==> src/sv/swtm_pkg.sv <==
package swtm_pkg;

	typedef enum logic [3:0] {
		ST_IDLE,
		ST_RD_OLD,
		ST_RM_SCAN,
		ST_RM_SHIFT,
		ST_INS_SHIFT,
		ST_SUM,
		ST_DIV,
		ST_OUT
	} swtm_state_t;

	localparam logic [0:0] CFG_WINDOW_LEN = 1'b0;
	localparam logic [0:0] CFG_TRIM_COUNT = 1'b1;
	localparam int CFG_INDEX_BITS = 1;
	localparam int WINDOW_LEN_BITS = 7;
	localparam int TRIM_BITS = 5;
	localparam int OUT_BITS = 16;
	localparam logic [WINDOW_LEN_BITS-1:0] WINDOW_LEN_RESET = 7'd64;
	localparam logic [TRIM_BITS-1:0] TRIM_RESET = 5'd1;

	// Divider handshake between the sequencer and the divide unit.
	typedef struct packed {
		logic start;
		logic busy;
		logic done;
	} swtm_div_ctl_t;

endpackage

==> src/sv/swtm_div.sv <==
module swtm_div
	import swtm_pkg::*;
#(
	parameter int NUM_BITS = 22,
	parameter int DEN_BITS = 11
) (
	input  logic                clk,
	input  logic                arst_n,
	input  logic                start,
	input  logic [NUM_BITS-1:0] num,
	input  logic [DEN_BITS-1:0] den,
	output swtm_div_ctl_t       ctl,
	output logic [NUM_BITS-1:0] quo
);

	localparam int CNT_BITS = $clog2(NUM_BITS + 1);

	logic [CNT_BITS-1:0] cnt_q;
	logic                busy_q;
	logic                done_q;
	logic [NUM_BITS-1:0] quo_q;
	logic [DEN_BITS:0]   rem_q;
	logic [DEN_BITS-1:0] den_q;
	logic [DEN_BITS:0]   rem_sh;
	logic                ge;

	// One restoring step per cycle: shift in the next dividend bit, subtract if it fits.
	assign rem_sh = {rem_q[DEN_BITS-1:0], quo_q[NUM_BITS-1]};
	assign ge     = rem_sh >= {1'b0, den_q};

	always_ff @(posedge clk or negedge arst_n) begin
		if (!arst_n) begin
			cnt_q  <= '0;
			busy_q <= 1'b0;
			done_q <= 1'b0;
		end else begin
			done_q <= 1'b0;
			if (start) begin
				busy_q <= 1'b1;
				cnt_q  <= CNT_BITS'(NUM_BITS);
			end else if (busy_q) begin
				cnt_q <= cnt_q - 1'b1;
				if (cnt_q == CNT_BITS'(1)) begin
					busy_q <= 1'b0;
					done_q <= 1'b1;
				end
			end
		end
	end

	always_ff @(posedge clk) begin
		if (start) begin
			quo_q <= num;
			rem_q <= '0;
			den_q <= den;
		end else if (busy_q) begin
			rem_q <= ge ? (rem_sh - {1'b0, den_q}) : rem_sh;
			quo_q <= {quo_q[NUM_BITS-2:0], ge};
		end
	end

	assign ctl.start = start;
	assign ctl.busy  = busy_q;
	assign ctl.done  = done_q;
	assign quo       = quo_q;

endmodule

==> src/sv/sliding_window_trimmed_mean.sv <==
// Sliding-window alpha-trimmed mean. Each accepted sample word enters a window of the
// last window_len samples (clamped to 1..WINDOW_MAX), held both in arrival order in a
// history memory and in ascending order in a sorted memory. One result word follows each
// sample: valid_res is 1 once the window is full and 2*trim_count < the clamped length,
// and then trimmed_mean is the floor mean of the sorted window with trim_count values
// dropped at each end; otherwise both are 0. The block handles one sample at a time and
// is not ready while it works. The sorted memory has one port, so each sample is worked
// in steps: if the window is full, find the oldest value and shift its successors down;
// then shift in the new one, sum the middle band, run the bit-serial divider and raise
// the result. A write to either register empties the window, so it must refill before a
// valid result. Neither memory needs clearing after reset; unwritten entries go unused.
module sliding_window_trimmed_mean
	import swtm_pkg::*;
#(
	parameter int WINDOW_MAX  = 64,
	parameter int SAMPLE_BITS = 16
) (
	input  logic                       clk,
	input  logic                       arst_n,
	input  logic                       in_valid,
	output logic                       in_ready,
	input  logic [15:0]                sample,
	output logic                       out_valid,
	input  logic                       out_ready,
	output logic                       valid_res,
	output logic [OUT_BITS-1:0]        trimmed_mean,
	input  logic                       cfg_valid,
	output logic                       cfg_ready,
	input  logic [CFG_INDEX_BITS-1:0]  cfg_index,
	input  logic [WINDOW_LEN_BITS-1:0] cfg_data
);

	localparam int AW = (WINDOW_MAX > 1) ? $clog2(WINDOW_MAX) : 1;
	localparam int LW = $clog2(WINDOW_MAX + 1);
	localparam int SW = SAMPLE_BITS + LW;
	localparam int CW = (LW > WINDOW_LEN_BITS) ? LW : WINDOW_LEN_BITS;

	logic [SAMPLE_BITS-1:0] hist_mem [WINDOW_MAX];
	logic [SAMPLE_BITS-1:0] sort_mem [WINDOW_MAX];

	swtm_state_t state_q, state_d;

	logic [WINDOW_LEN_BITS-1:0] window_len_q;
	logic [TRIM_BITS-1:0]       trim_q;
	logic [LW-1:0]              fill_q;
	logic [AW-1:0]              oldest_q;
	logic [LW-1:0]              idx_q;
	logic [SAMPLE_BITS-1:0]     new_q;
	logic [SAMPLE_BITS-1:0]     old_q;
	logic [SW-1:0]              sum_q;
	logic                       res_valid_q;
	logic [OUT_BITS-1:0]        res_mean_q;
	logic                       out_valid_q;
	logic                       full_q;
	logic [SAMPLE_BITS-1:0]     srd_q;
	logic                       srd_ok_q;

	logic [LW-1:0]          eff_len;
	logic                   legal;
	logic [LW:0]            band;
	logic [LW-1:0]          ins_count;
	logic [AW-1:0]          wr_slot;
	logic                   div_start;
	swtm_div_ctl_t          div_ctl;
	logic [SW-1:0]          div_quo;
	logic                   cfg_fire;
	logic                   in_fire;
	logic [CW-1:0]          len_ext;

	// Effective window length, clamped to 1..WINDOW_MAX.
	assign len_ext = CW'(window_len_q);
	always_comb begin
		if (window_len_q == '0) begin
			eff_len = LW'(1);
		end else if (len_ext > CW'(WINDOW_MAX)) begin
			eff_len = LW'(WINDOW_MAX);
		end else begin
			eff_len = LW'(window_len_q);
		end
	end

	assign band  = {1'b0, eff_len} - (LW+1)'({trim_q, 1'b0});
	assign legal = ({trim_q, 1'b0} < (TRIM_BITS+1+LW)'(eff_len)) && !band[LW];

	assign in_ready  = (state_q == ST_IDLE) && !out_valid_q;
	assign in_fire   = in_valid && in_ready;
	assign cfg_ready = (state_q == ST_IDLE) && !out_valid_q;
	assign cfg_fire  = cfg_valid && cfg_ready;

	// Entries in the sorted memory before the new sample goes in.
	assign ins_count = full_q ? (eff_len - 1'b1) : fill_q;

	always_comb begin
		logic [LW:0] w;
		w = {1'b0, LW'(oldest_q)} + {1'b0, fill_q};
		if (w >= (LW+1)'(eff_len)) w = w - (LW+1)'(eff_len);
		wr_slot = full_q ? oldest_q : AW'(w);
	end

	// Sorted memory is read at one address per cycle. The scan and sum states fetch one
	// entry ahead once data is flowing; the insert reads idx_q-1 and the removal reads idx_q+1,
	// and both advance idx_q only when srd_ok_q marks the read data valid.
	logic [AW-1:0] srd_addr;
	always_comb begin
		case (state_q)
			ST_RM_SCAN,
			ST_SUM:       srd_addr = srd_ok_q ? AW'(idx_q + 1'b1) : AW'(idx_q);
			ST_RM_SHIFT:  srd_addr = AW'(idx_q + 1'b1);
			ST_INS_SHIFT: srd_addr = AW'(idx_q - 1'b1);
			default:      srd_addr = AW'(idx_q);
		endcase
	end

	always_comb begin
		state_d = state_q;
		case (state_q)
			ST_IDLE: begin
				if (in_fire) state_d = full_q ? ST_RD_OLD : ST_INS_SHIFT;
			end
			ST_RD_OLD:   state_d = ST_RM_SCAN;
			ST_RM_SCAN: begin
				if (srd_ok_q && srd_q == old_q) begin
					state_d = ST_RM_SHIFT;
				end else if (srd_ok_q && idx_q == eff_len - 1'b1) begin
					state_d = ST_INS_SHIFT;
				end
			end
			ST_RM_SHIFT: begin
				if (srd_ok_q && (idx_q + 1'b1) >= (eff_len - 1'b1)) state_d = ST_INS_SHIFT;
			end
			ST_INS_SHIFT: begin
				if (idx_q == '0 || (srd_ok_q && srd_q <= new_q)) state_d = ST_SUM;
			end
			ST_SUM: begin
				if (srd_ok_q && idx_q == fill_q - 1'b1) state_d = ST_DIV;
			end
			ST_DIV: begin
				if (div_ctl.done) state_d = ST_OUT;
			end
			ST_OUT:  state_d = ST_IDLE;
			default: state_d = ST_IDLE;
		endcase
	end

	// The divider starts on the first divide cycle, once the last band entry is summed.
	always_comb begin
		div_start = (state_q == ST_DIV) && !div_ctl.busy && !div_ctl.done;
	end

	always_ff @(posedge clk or negedge arst_n) begin
		if (!arst_n) begin
			state_q      <= ST_IDLE;
			window_len_q <= WINDOW_LEN_RESET;
			trim_q       <= TRIM_RESET;
			fill_q       <= '0;
			oldest_q     <= '0;
			full_q       <= 1'b0;
			out_valid_q  <= 1'b0;
			srd_ok_q     <= 1'b0;
			idx_q        <= '0;
		end else begin
			state_q <= state_d;
			if (out_valid_q && out_ready) out_valid_q <= 1'b0;
			if (cfg_fire) begin
				case (cfg_index)
					CFG_WINDOW_LEN: window_len_q <= cfg_data;
					CFG_TRIM_COUNT: trim_q <= cfg_data[TRIM_BITS-1:0];
					default: ;
				endcase
				fill_q   <= '0;
				oldest_q <= '0;
				full_q   <= 1'b0;
			end
			srd_ok_q <= 1'b0;
			case (state_q)
				ST_IDLE: begin
					if (in_fire) begin
						if (full_q) begin
							idx_q <= '0;
						end else begin
							idx_q    <= fill_q;
							srd_ok_q <= 1'b0;
						end
					end
				end
				ST_RD_OLD: srd_ok_q <= 1'b1;
				ST_RM_SCAN: begin
					if (srd_ok_q) begin
						if (srd_q == old_q) begin
							// Found it; shift successors down starting here.
						end else if (idx_q == eff_len - 1'b1) begin
							idx_q <= ins_count;
						end else begin
							idx_q <= idx_q + 1'b1;
						end
					end
					srd_ok_q <= !(srd_ok_q && srd_q != old_q && idx_q == eff_len - 1'b1);
					if (srd_ok_q && srd_q == old_q) begin
						srd_ok_q <= 1'b0;
					end
				end
				ST_RM_SHIFT: begin
					srd_ok_q <= !srd_ok_q;
					if (srd_ok_q) begin
						if ((idx_q + 1'b1) >= (eff_len - 1'b1)) begin
							idx_q    <= ins_count;
							srd_ok_q <= 1'b0;
						end else begin
							idx_q <= idx_q + 1'b1;
						end
					end
				end
				ST_INS_SHIFT: begin
					srd_ok_q <= !srd_ok_q;
					if (idx_q == '0 || (srd_ok_q && srd_q <= new_q)) begin
						idx_q    <= '0;
						srd_ok_q <= 1'b0;
						if (!full_q) fill_q <= fill_q + 1'b1;
						if (full_q || fill_q + 1'b1 >= eff_len) full_q <= 1'b1;
						if (full_q) begin
							oldest_q <= (LW'(oldest_q) + 1'b1 >= eff_len) ? '0
								: AW'(oldest_q + 1'b1);
						end
					end else if (srd_ok_q) begin
						idx_q <= idx_q - 1'b1;
					end
				end
				ST_SUM: begin
					srd_ok_q <= 1'b1;
					if (srd_ok_q) idx_q <= idx_q + 1'b1;
				end
				ST_OUT: out_valid_q <= 1'b1;
				default: ;
			endcase
		end
	end

	// The RM_SCAN transition into RM_SHIFT when the hit is at the last slot skips
	// the shift: handled by RM_SHIFT's exit test on its first data cycle.

	logic in_band;
	assign in_band = (LW'(idx_q) >= LW'(trim_q)) && ((LW+1)'(idx_q) < (LW+1)'(eff_len)
		- (LW+1)'(trim_q));

	always_ff @(posedge clk) begin
		srd_q <= sort_mem[srd_addr];
		if (in_fire) begin
			new_q <= SAMPLE_BITS'(sample);
			hist_mem[wr_slot] <= SAMPLE_BITS'(sample);
			old_q <= hist_mem[wr_slot];
			sum_q <= '0;
		end
		case (state_q)
			ST_RM_SHIFT: begin
				if (srd_ok_q && (idx_q + 1'b1) < eff_len) sort_mem[AW'(idx_q)] <= srd_q;
			end
			ST_INS_SHIFT: begin
				if (idx_q == '0 || (srd_ok_q && srd_q <= new_q)) begin
					sort_mem[AW'(idx_q)] <= new_q;
				end else if (srd_ok_q) begin
					sort_mem[AW'(idx_q)] <= srd_q;
				end
			end
			ST_SUM: begin
				if (srd_ok_q && legal && in_band) sum_q <= sum_q + SW'(srd_q);
			end
			ST_DIV: begin
				if (div_ctl.done) begin
					res_valid_q <= full_q && legal;
					res_mean_q  <= (full_q && legal) ? OUT_BITS'(div_quo) : '0;
				end
			end
			default: ;
		endcase
	end

	swtm_div #(
		.NUM_BITS(SW),
		.DEN_BITS(LW)
	) u_div (
		.clk   (clk),
		.arst_n(arst_n),
		.start (div_start),
		.num   (sum_q),
		.den   (legal ? band[LW-1:0] : LW'(1)),
		.ctl   (div_ctl),
		.quo   (div_quo)
	);

	assign out_valid    = out_valid_q;
	assign valid_res    = res_valid_q;
	assign trimmed_mean = res_mean_q;

	// A result word is only raised by the final sequencer state.
	assert property (@(posedge clk) disable iff (!arst_n)
		$rose(out_valid) |-> $past(state_q == ST_OUT))
		else $error("result raised outside output state");

	// The divider never runs while the block would take a new sample.
	assert property (@(posedge clk) disable iff (!arst_n)
		div_ctl.busy |-> !in_ready)
		else $error("divider busy while ready");

	// The fill count never passes WINDOW_MAX.
	assert property (@(posedge clk) disable iff (!arst_n)
		fill_q <= LW'(WINDOW_MAX))
		else $error("fill count overflow");

endmodule
==> config.mk <==
export PLATFORM = sky130hd
export DESIGN_NAME = sliding_window_trimmed_mean
export DESIGN_NICKNAME = d
export VERILOG_FILES = /design/src/sv/swtm_pkg.sv /design/src/sv/swtm_div.sv /design/src/sv/sliding_window_trimmed_mean.sv
export SDC_FILE = /design/constraint.sdc
export NUM_CORES = 2
export LEC_CHECK = 0
export BUFFER_PORTS_ARGS = -buffer_cell sky130_fd_sc_hd__buf_2
export CAP_MARGIN = 20
export CELL_PAD_IN_SITES_DETAIL_PLACEMENT = 1
export CELL_PAD_IN_SITES_GLOBAL_PLACEMENT = 2
export CORE_MARGIN = 2
export CORE_UTILIZATION = 52
export CTS_CLUSTER_SIZE = 40
export DETAILED_ROUTE_END_ITERATION = 8
export MAX_ROUTING_LAYER = met4
export PLACE_DENSITY = 0.92
export SYNTH_ARGS = -nofsm -noshare
export SYNTH_HDL_FRONTEND = slang
export SYNTH_SLANG_ARGS = --single-unit
==> constraint.sdc <==
create_clock -name clk -period 8.9 [get_ports clk]
set_clock_uncertainty 0.05 [all_clocks]
set_input_delay 0.445 -clock clk [delete_from_list [all_inputs] [get_ports clk]]
set_output_delay 0.445 -clock clk [all_outputs]
set_load 0.05 [all_outputs]
==> flow_summary.yaml <==
clock_network:
  htree_levels: 4
  cts-buffers-inserted: 213
  cts_buffer_depth: 3
  hold_buffers: 13
  clock_latency_ps: 870
  cts_sinks: 2218
  post_cts_resize_count: 0
  postCtsSetupBuffers: 0
  cts-root-buf: "clkbuf_16"
  cts_tree: "yes"
  clk_pin_slew_ps: 70
die:
  die-width_um: 423
  core_area_sq_mm: 0.174
  rows: 153
  initial_core_util_pct: 52.4
  dieArea_sq_mm: 0.179
  die_h_um: 423
  num_io_pins: 49
timing:
  min_period_over_period_pct: 73.9
  tightest_slew_ps: 1160
  fmax_ghz: 0.152
  hold_violations: 0
  period_minus_slack_ps: 6570
  drv_slew: 0
  rsz0062_at_grt: "no"
  tns_ps: 0
  relSlewSlack_pct: 22.2
  setup_viol: 0
setup_path:
  path_max_fanout: 81
  r2r_start: "fill_q[0]$_DFF_PN0_"
  crit_type: "register to register"
  crit_path_start_kind: "register"
  crit_start: "fill_q[0]$_DFF_PN0_"
  crit_required_ps: 9390
  cp-end-kind: "register"
  cp.arrival_ps: 7070
routing:
  vias: 54666
  vias_per_cell: 6.57
  drt_iter0_drc: 7540
  drtPass1Iterations: 6
  drc: 0
  wl_um: 278000
  wl_per_cell_um: 33.4
  ant_nets: 0
final_layout:
  fin_util_pct: 58.7
  final_nets: 5951
  instances_no_fill: 8315
  drive_gt1_share_pct: 16.6
  syn_to_final_growth_pct: 12.1
synth:
  synthArstFlopShare_pct: 2.03
  yosysTopAreaCellShare_pct: 69.9
  synth_cell_types: 88
  synth_seq_cells: 2218
  syn_nets: 5755
  syn_area_sq_mm: 0.0913
  synth.most_common_cell: "edfxtp_1"
  synth_cells: 5609
  seq_area_frac_synth_pct: 72.2
  synth-main-ff-cell: "edfxtp_1"
  yosysWarnings: 0
  synth_common_cells: "edfxtp_1, nand2_1, nand3_1, mux2i_1, mux4_2"
  postSynthAreaPerCell_sq_um: 16.3
  yosysTopAreaCell: "edfxtp_1"
  netlist_top_cells_area: "edfxtp_1, mux4_2, mux2i_1, nand2_1, nand3_1"
  synth-edff-count: 2127
grt:
  grt_pass1_vias: 56944
  overflow: 0
  grt_max_degree: 175
  antenna_found_initial: 14
  gr-usage-all-layers_pct: 31.9
  grt_pass1_wl_um: 404000
power_and_ir_drop:
  combPwrFrac_pct: 0.6
  pwr-share-seq_pct: 54.7
  power_switching_uw: 4220
  ir_drop_v: 0.000211
  power_leakage_uw: 0.0343
  clkPwrFrac_pct: 44.8
  p_int_uw: 16500
  sw_frac_of_total_pct: 20.3
  power.density_mw_per_mm2: 203
place:
  port_buffers: 48
  gp_congestion: 0.902
  dp_cells: 7896
  dp_hpwl_um: 159000
hold_path:
  min_path_type: "input pin to async pin"
status:
  status: "complete, no violations"
flow_run:
  drv_cap: 0
[power groups by stage]
stage	registers (uW)	logic (uW)	clock network (uW)
after floorplan	11600	0.0884	0
after global placement	11600	99.9	0
after detailed placement	11600	108	0
after CTS	11300	112	9320
after global routing	11300	118	9640
final	11300	115	9290
[routing by layer]
layer | wire, um | track usage (%) | up-vias
li1 | - | - | 22090
met1 | 102000 | 40.8 | 28307
met3 | 28700 | 6.63 | 701
met5 | 0 | - | -
met2 | 134000 | 49.9 | 3568
met4 | 12800 | 13.3 | 0
[area by class of cell]
class	instances	area (sq um)
Inverter	69	259
Timing Repair Buffer	285	2240
Fill cell	15724	71900
Clock inverter	137	1540
Tap cell	2325	2910
Antenna cell	8	20.0
Clock buffer	255	5490
Sequential cell	2218	65900
Multi-Input combinational cell	3018	24000
[critical path, cell delays in order, from the launching register on]
cell and delay [ps]:
dfrtp_1 500, ha_1 300, fa_1 410, a21o_1 170, a21oi_1 220, o21bai_1 90
a21oi_1 190, xnor2_1 140, ha_1 190, nor2_1 50, o211a_1 130, or2_1 290
and4_1 280, o31ai_4 640, buf_4 830, nor2_1 330, a32oi_1 400, nand4_1 440
or3_1 560
[cell families (layout without fill, tap and decap cells)]
kind of cell | after synthesis | in the layout | synth area share [%]
flops | 2218 | 2218 | 72.2
simple gates | 1751 | 1751 | 8.59
mux | 682 | 682 | 11.9
compound gates | 385 | 385 | 3.00
buf+inv | 373 | 746 | 1.84
fa+ha+maj | 117 | 117 | 1.65
xor+xnor | 83 | 83 | 0.796
other cells | 0 | 8 | 0
[registers in the layout (all words and copies together), names as in the netlist, 16 cells and up]
name,flops
u_div.quo,23
hist_mem,1024
new_q,16
old_q,16
sum_q,23
trimmed_mean,16
sort_mem,1024
srd_q,16
[path summary, 6_finish.rpt]
check                                              end  slack (ps)  depth (start not counted)
worst min register to register       sum_q[10]$_DFF_P_         440                          2
min in group clk                 trim_q[1]$_DFFE_PN0P_          90                          3
worst min-delay path               fill_q[6]$_DFF_PN0_          80                          2
worst max register to register      old_q[6]$_DFFE_PP_        2330                         18
max in group asynchronous       len_ext[6]$_DFFE_PN1P_        8090                          3
worst max-delay path                old_q[6]$_DFFE_PP_        2330                         18
[layout by cell type (no fill, tap or decap), types with 33 or more instances in the layout]
master,n
inv_1,67
xnor2_1,56
buf_4,207
nor2_1,211
mux2_2,40
a32oi_1,58
o21ai_0,73
clkinv_2,33
buf_2,48
nand2_1,816
dfxtp_1,46
dfrtp_1,43
ha_1,111
clkbuf_16,213
clkbuf_1,42
nand4_1,61
mux4_2,320
a21oi_1,68
edfxtp_1,2127
clkinv_1,49
mux2i_1,321
nand3_1,480
[through the flow]
step           hold WS (ps)  power [uW]  instance area (sq um)  worst slack [ps]
3_5_place_dp            431       11700                  95100              2610
5_1_grt                77.5       21100                 102000              2080
4_1_cts                12.1       20800                 102000              2500
6_report               75.1       20700                 102000              2330
3_3_place_gp            415       11700                  95000              2690
2_1_floorplan          99.4       11600                  91300              3340
Power figures use the tool's default switching activity.
